`config.mk`:
```
export PLATFORM = sky130hd
export DESIGN_NAME = lgrf_front
export DESIGN_NICKNAME = d
export VERILOG_FILES = /design/src/hw/rtl/lgrf_pkg.sv /design/src/hw/rtl/lgrf_front.sv
export SDC_FILE = /design/constraint.sdc
export NUM_CORES = 1
export LEC_CHECK = 0
export BUFFER_PORTS_ARGS = -buffer_cell sky130_fd_sc_hd__buf_2
export CAP_MARGIN = 5
export CORE_MARGIN = 3
export CORE_UTILIZATION = 25
export CTS_BUF_LIST = sky130_fd_sc_hd__clkbuf_16
export CTS_CLUSTER_DIAMETER = 30
export DETAILED_ROUTE_END_ITERATION = 8
export PLACE_DENSITY_LB_ADDON = 0.12
export SLEW_MARGIN = 20
export SYNTH_ARGS = -nofsm -noshare
export SYNTH_HDL_FRONTEND = slang
export SYNTH_SLANG_ARGS = --single-unit
```
`constraint.sdc`:
```
create_clock -name clk -period 3.75 [get_ports clk]
set_clock_uncertainty 0.15 [all_clocks]
set_input_delay 0.9375 -clock clk [delete_from_list [all_inputs] [get_ports clk]]
set_output_delay 0.9375 -clock clk [all_outputs]
set_load 0.02 [all_outputs]
```
`src/hw/rtl/lgrf_pkg.sv`:
```
// Shared types and constants for the linear Gaussian regression fit core.
// No dependencies; imported by every module of the block.
package lgrf_pkg;

	localparam int MAX_ROWS_DEF    = 65536;
	localparam int SAMPLE_BITS_DEF = 24;

	// widths of the running sums (fixed by the largest data set)
	localparam int CNT_W  = 17;
	localparam int LSUM_W = 48;
	localparam int QSUM_W = 64;

	localparam int OUT_W = 64;
	localparam int VAR_W = 63;

	// row queue between front and back
	localparam int QDEPTH = 4;
	localparam int QPTR_W = 2;

	typedef enum logic [1:0] {
		ST_OK   = 2'd0,
		ST_FEW  = 2'd1,
		ST_SING = 2'd2
	} fit_status_t;

	typedef struct packed {
		logic [CNT_W-1:0]         n;
		logic signed [LSUM_W-1:0] sy;
		logic signed [LSUM_W-1:0] s1;
		logic signed [LSUM_W-1:0] s2;
		logic signed [QSUM_W-1:0] qyy;
		logic signed [QSUM_W-1:0] q11;
		logic signed [QSUM_W-1:0] q22;
		logic signed [QSUM_W-1:0] q12;
		logic signed [QSUM_W-1:0] qy1;
		logic signed [QSUM_W-1:0] qy2;
	} sums_t;

	typedef struct packed {
		logic [OUT_W-1:0] intercept;
		logic [OUT_W-1:0] slope_first;
		logic [OUT_W-1:0] slope_second;
		logic [VAR_W-1:0] variance;
		fit_status_t      status;
	} fit_t;

endpackage

```
`src/hw/rtl/lgrf_front.sv`:
```
// Front end: takes rows from the push side, drops rows that carry nothing,
// and queues the rest for the accumulator. Depends on lgrf_pkg.
module lgrf_front import lgrf_pkg::*; #(
	parameter int SAMPLE_BITS = SAMPLE_BITS_DEF
) (
	input  logic                          clk,
	input  logic                          arst_n,
	input  logic                          push,
	output logic                          full,
	input  logic signed [SAMPLE_BITS-1:0] resp_in,
	input  logic signed [SAMPLE_BITS-1:0] p1_in,
	input  logic signed [SAMPLE_BITS-1:0] p2_in,
	input  logic                          complete_in,
	input  logic                          last_in,
	output logic                          q_valid,
	input  logic                          q_pop,
	output logic signed [SAMPLE_BITS-1:0] q_resp,
	output logic signed [SAMPLE_BITS-1:0] q_p1,
	output logic signed [SAMPLE_BITS-1:0] q_p2,
	output logic                          q_complete,
	output logic                          q_last
);

	logic signed [SAMPLE_BITS-1:0] resp_q [QDEPTH];
	logic signed [SAMPLE_BITS-1:0] p1_q [QDEPTH];
	logic signed [SAMPLE_BITS-1:0] p2_q [QDEPTH];
	logic                          complete_q [QDEPTH];
	logic                          last_q [QDEPTH];
	logic [QPTR_W-1:0]             wptr_q, rptr_q;
	logic [QPTR_W:0]               count_q;
	logic                          wr, rd;

	assign full = (count_q == (QPTR_W+1)'(QDEPTH));
	// an incomplete row that is not the last one changes nothing: drop it
	assign wr = push && !full && (complete_in || last_in);
	assign rd = q_pop && q_valid;

	assign q_valid    = (count_q != '0);
	assign q_resp     = resp_q[rptr_q];
	assign q_p1       = p1_q[rptr_q];
	assign q_p2       = p2_q[rptr_q];
	assign q_complete = complete_q[rptr_q];
	assign q_last     = last_q[rptr_q];

	always_ff @(posedge clk) begin
		if (wr) begin
			resp_q[wptr_q]     <= resp_in;
			p1_q[wptr_q]       <= p1_in;
			p2_q[wptr_q]       <= p2_in;
			complete_q[wptr_q] <= complete_in;
			last_q[wptr_q]     <= last_in;
		end
	end

	always_ff @(posedge clk or negedge arst_n) begin
		if (!arst_n) begin
			wptr_q  <= '0;
			rptr_q  <= '0;
			count_q <= '0;
		end else begin
			if (wr)
				wptr_q <= wptr_q + 1'b1;
			if (rd)
				rptr_q <= rptr_q + 1'b1;
			if (wr && !rd)
				count_q <= count_q + 1'b1;
			else if (!wr && rd)
				count_q <= count_q - 1'b1;
		end
	end

endmodule

```
==> impl_results.md, run 1 <==
- Commonest cells in the netlist: edfxtp_1 (296), mux4_2 (74), dfrtp_1 (7), buf_2 (6)
- Synth Flop Type: edfxtp_1
- Largest net degree at the start of global routing: 60
- H-tree depth: 3
- Outcome: completed
- Num CTS Buffers: 73
- Final Setup Violations: 0
- Yosys reg bits: roughly 300
- Clock transition at path regs: roughly 40 ps
- Die span in y: 217 um
- Yosys top cell area share: 79.9%
- Total Wirelength: 25000 um
- RSZ-0062 raised after global routing: no
- Die area: 47100 sq um
- # IOs: ~150
- Ant. Diodes: 0
- Synthesized area per cell: 26.4 sq um
- Clk root buf: clkbuf_16
- Clk buf depth: 3
- Minimum clock period: approximately 3300 ps
- Core area: about 44000 sq um
- Top Layer Used: met5
- Post-CTS setup buffer count: 0
- Arrival time at the worst endpoint: 2250 ps
- Grt total ovfl: 0
- Critical path startpoint category: flip-flop
- Slew HR: around 64%
- First-pass GRT wire length: approximately 38000 um
- Worst VDD drop: roughly 310 uV
- CP max FO: between 50 and 60
- Post-Syn Area: between 10000 and 15000 sq um
- Vias in the first global route: around 6000
- Max incr delay on CP: 620 ps
- Met1 WL: ~10000 um
- Worst-margin pin slew: between 500 and 600 ps
- Nets: 730
- Synthesis Warnings: 0
- Netlist cell types: 21
- DRT iter0 DRCs: 287
- Crit path cell chain: buf_12 -> mux4_2 -> buf_2
- EDFF count, synth: between 200 and 300
- Wire per inst: 19.4 um
- Post-Syn Instances: ~420
- Crit path required time: ~2700 ps
- Routed length on met3: around 1700 um
- Slew Viols, Final: 0
- Lkg Pwr: about 5.3 nW
- TritonCTS clock tree: built
- Share of layout cells above drive strength 1: about half
- Initial Util: 25.6%
- Area growth syn-to-layout: 36.4%
- Residual DRC: 0
- Final period utilization: roughly 90%
- Synth area leaders: edfxtp_1 (80%), mux4_2 (15%), dfrtp_1 (1.6%), buf_12 (0.90%), ha_1 (0.56%)
- # hold bufs at CTS: 0
- Synth area leader: edfxtp_1
- Vias: 5351
- Asr flop ratio synth: approximately 2.3%
- HP Class: input port to async pin
- Post-Route Setup TNS: 0 ps
- All-Layer GR Usage: between 10 and 15%
- Vias/cell: 4.16
- Syn_nets: 506
- Most frequent cell after synthesis: edfxtp_1
- Hold Vio Cnt, Final: 0
- Max Cap Viol: 0
- Routability cong.: ~0.64
- DRT Pass-1 Iters: 4
- Power density over the cells: roughly 930 nW/um^2
- Sequential area share after synthesis: around four fifths
- Overall die width: between 200 and 250 um
- Hold_ws: around 62 ps
- Post-DP HPWL: between 10000 and 15000 um
- Origin of the critical flop-to-flop path: count_q[0]$_DFFE_PN0P_
- Clk sinks: roughly 300
- Worst skew pair latency: roughly 560 ps
- Final design utilization: approximately a third
- Critical-path top delay cell: mux4_2
- Crit Path Class: flip-flop to primary output
- Achievable Freq: 300 MHz
- Worst Setup SP: rptr_q[0]$_DFFE_PN0P_
- Rows: 76
- CTS resizes: 0
- Final ANT Viol Nets: 0
- Initial antenna violation count: 2
- Worst setup EP type: primary output
- PortBufs: between 150 and 200
- Metal2 WL: 12600 um
## flip-flops by register name, summed over array words and instances (netlist names)
signal      flops
p2_q           96
last_q          4
p1_q           96
rptr_q          2
complete_q      4
resp_q         96
wptr_q          2
count_q         3
## cells by family (layout without fill, tap and decap cells)
| group | Yosys count | count (layout) | share of synthesized area, % |
|---|---|---|---|
| flip-flops | 303 | 303 | 81.4 |
| XOR/XNOR | 6 | 6 | 0.472 |
| buffers and inverters | 20 | 300 | 1.64 |
| AO/OA/AOI/OAI | 1 | 1 | 0.0449 |
| multiplexers | 76 | 76 | 15.2 |
| AND/OR/NAND/NOR | 10 | 10 | 0.495 |
| adder cells (fa/ha/maj) | 6 | 6 | 0.742 |
## layer usage
layer  global-route usage (%)  vias to the layer above
met5                        0                        -
met2                     18.1                      160
li1                         -                     2307
met1                     12.7                     2831
met4                     5.48                        2
met3                     3.77                       51
## report_power, final
part,total (mW),switching [mW],internal (mW)
Sequential,4.52,0.194,4.33
Combinational,3.35,1.97,1.38
Clock,6.19,1.84,4.35
Total,14.1,4.00,10.1
## stage by stage
step	power (mW)	area, sq um	setup slack, ps	cells
floorplan	6.90	11100	85.8	422
global placement	8.04	12700	906	1156
detailed placement	8.08	12700	922	1156
CTS	14.4	15200	297	1287
global route	14.7	15200	263	1287
finish	14.1	15200	414	1287
## cell usage in the layout, fill, tap and decap left out, types with 2 or more instances in the layout
cell | Yosys | layout
and2_4 | 0 | 4
dfrtp_1 | 7 | 5
bufinv_16 | 0 | 11
mux4_2 | 74 | 74
dfrtp_4 | 0 | 2
mux2_2 | 2 | 2
clkinvlp_4 | 0 | 6
buf_4 | 3 | 2
ha_1 | 5 | 5
inv_1 | 3 | 10
clkinv_2 | 0 | 13
edfxtp_1 | 296 | 296
nor2_1 | 2 | 2
xor2_1 | 2 | 2
clkbuf_16 | 0 | 75
clkinv_1 | 0 | 10
buf_2 | 6 | 153
clkinv_4 | 0 | 7
buf_12 | 5 | 11
clkinv_8 | 0 | 2
xnor2_1 | 4 | 4
## worst paths after layout
check	end	slack (ps)	cells past startpoint
max	q_p2[14]	410	3
min	count_q[0]$_DFFE_PN0P_	60	1
max reg2reg	count_q[2]$_DFFE_PN0P_	1420	8
min reg2reg	count_q[2]$_DFFE_PN0P_	340	1
max in group asynchronous	rptr_q[0]$_DFFE_PN0P_	3190	1
min in group clk	count_q[2]$_DFFE_PN0P_	340	1
## critical path: cells and delay by family, from the launching register on
family | cells | cell delay (ps)
muxes | 1 | 620
DFF | 1 | 410
buffers and inverters | 2 | 620
## final cells by class
class	instances	area, sq um
well taps	585	732
clock inverters	56	598
clock buffers	75	1880
fillers	4173	28400
flip-flops and latches	303	9070
repair buffers	166	1000
inverters	3	11.3
multi-input cells	99	1890
(Power assumes the default switching activity.)
==> run 2, diff against run 1 <==
==> constraint.sdc (replaced) <==
create_clock -name clk -period 3.75 [get_ports clk]
set_clock_uncertainty 0.15 [all_clocks]
set_input_delay 0.9375 -clock clk [delete_from_list [all_inputs] [get_ports clk]]
set_output_delay 0.9375 -clock clk [all_outputs]
set_load 0.01 [all_outputs]
==> run 2 against run 1 <==
Compared with the run above:
- sequential power grew 0.9%
- register-to-register slack got worse by 240 ps
- critical endpoint is now q_p1[7]
- critical path depth unchanged
- sequential cell count unchanged
- clock power grew 1%
- cell count grew 0.62%
- worst setup slack got worse by 110 ps
- clock-buffer cell count rose by 1
- largest cell class unchanged
- routed wire length rose by 2.3%
==> impl_results.md, run 2 (synthesis gave the netlist of run 1 again) <==
- Outcome: completed
- CP max FO: 35
- CP Capture Point: q_p1[7]
- Worst Setup SP: rptr_q[1]$_DFFE_PN0P_
- Worst R2R Path Depth: 8
- DRT iter0 DRCs: ~240
- Lkg Pwr: approximately 5.3 nW
- Share of layout cells above drive strength 1: around 52%
- Rows: 76
- Reg2reg setup slack: 1180 ps
- Leading cell types in the layout, fill and taps excluded: edfxtp_1 (296), buf_2 (153), clkbuf_16 (76)
- TritonCTS clock tree: built
- Crit Path Class: flip-flop to primary output
- Final Setup Violations: 0
- All-Layer GR Usage: between 10 and 15%
- Clk sinks: approximately 300
- Final period utilization: between 90% and 100%
- Num CTS Buffers: 74
- Arrival time at the worst endpoint: approximately 2400 ps
- Area growth syn-to-layout: 37.0%
- Critical path startpoint category: flip-flop
- RSZ-0062 raised after global routing: no
- Power density over the cells: between 900 and 1000 nW/um^2
- Post-placement cell count: 1156
- Largest net degree at the start of global routing: 36
- Die area: ~47000 sq um
- Minimum clock period: 3440 ps
- Worst-margin pin slew: about 710 ps
- Clock transition at path regs: about 40 ps
- Nets: around 730
- Core area: 43600 sq um
- First-pass GRT wire length: slightly below 40000 um
- DP Area: between 10000 and 15000 sq um
- Worst setup EP type: primary output
- Layout Cells excl Fill: about 1300
- Clk buf depth: 3
- HP Class: input port to async pin
- Grt total ovfl: 0
- Post-CTS setup buffer count: 0
- Total Wirelength: about 26000 um
- Vias in the first global route: just over 6000
- Achievable Freq: ~290 MHz
- Hold Vio Cnt, Final: 0
- Worst R2R End: count_q[2]$_DFFE_PN0P_
- Slew HR: ~53%
- Wire per inst: around 20 um
- Max Cap Viol: 0
- # IOs: 154
- Most common cell after layout, fill and taps aside: edfxtp_1
- Post-Route Setup TNS: 0 ps
- Overall die width: roughly 220 um
- Initial Util: 25.6%
- Biggest regs: p1_q (96), p2_q (96), resp_q (96)
- Post-DP HPWL: 15100 um
- Vias: 5295
- Worst VDD drop: roughly 400 uV
- Routability cong.: a little under 0.7
- Vias/cell: approximately 4.1
- # hold bufs at CTS: 0
- Slew Viols, Final: 0
- DRT Pass-1 Iters: 4
- Crit path required time: 2660 ps
- Final ANT Viol Nets: 0
- H-tree depth: 3
- Post-route cell area: around 15000 sq um
- Die span in y: between 200 and 250 um
- Residual DRC: 0
- Clk root buf: clkbuf_16
- PortBufs: ~150
- CTS resizes: 0
- Origin of the critical flop-to-flop path: count_q[2]$_DFFE_PN0P_
- Worst skew pair latency: around 560 ps
- Initial antenna violation count: 3
run 2: per-layer routing:
metal  part of all wire (%)  wire length, um  vias up  track usage, %
met4                    2.3              578        2            5.24
met3                    6.0             1530       41            3.73
li1                       -                -     2307               -
met1                     43            11000     2791            13.9
met2                     49            12500      154            17.4
met5                  0.043               11        -               0
run 2: layout make-up:
cell class                      instances  area [sq um]
Fill cell                            4141         28300
Sequential cell                       303          9070
Clock buffer                           76          1900
Multi-Input combinational cell         99          1890
Timing Repair Buffer                  166          1000
Tap cell                              585           732
Clock inverter                         62           632
Inverter                                3          11.3
Antenna cell                            1          2.50
run 2: metrics by stage:
step           power, mW  utilization (%)  setup WS, ps  hold slack [ps]
2_1_floorplan       6.49                -          85.7              297
3_3_place_gp        7.65             29.2           597              318
3_5_place_dp        7.70             29.2           477              349
4_1_cts             14.1             35.0           186             34.9
5_1_grt             14.5             35.0           173             54.1
6_report            13.8             35.0           305             73.6
run 2: report_power, final:
group	total [mW]	switching, mW	internal (mW)
combinational	2.94	1.56	1.39
sequential	4.56	0.232	4.33
clock	6.28	1.97	4.32
run 2: worst min path at each step:
stage	to	slack, ps	cells after the start
floorplan	count_q[2]$_DFFE_PN0P_	300	1
detailed placement	count_q[2]$_DFFE_PN0P_	350	1
global route	count_q[0]$_DFFE_PN0P_	50	1
global placement	count_q[2]$_DFFE_PN0P_	320	1
CTS	rptr_q[0]$_DFFE_PN0P_	30	1
finish	rptr_q[0]$_DFFE_PN0P_	70	1
run 2: critical path: stages (launching register included):
cell	delay [ps]
dfrtp_4	830
buf_4	410
mux4_2	380
buf_2	160
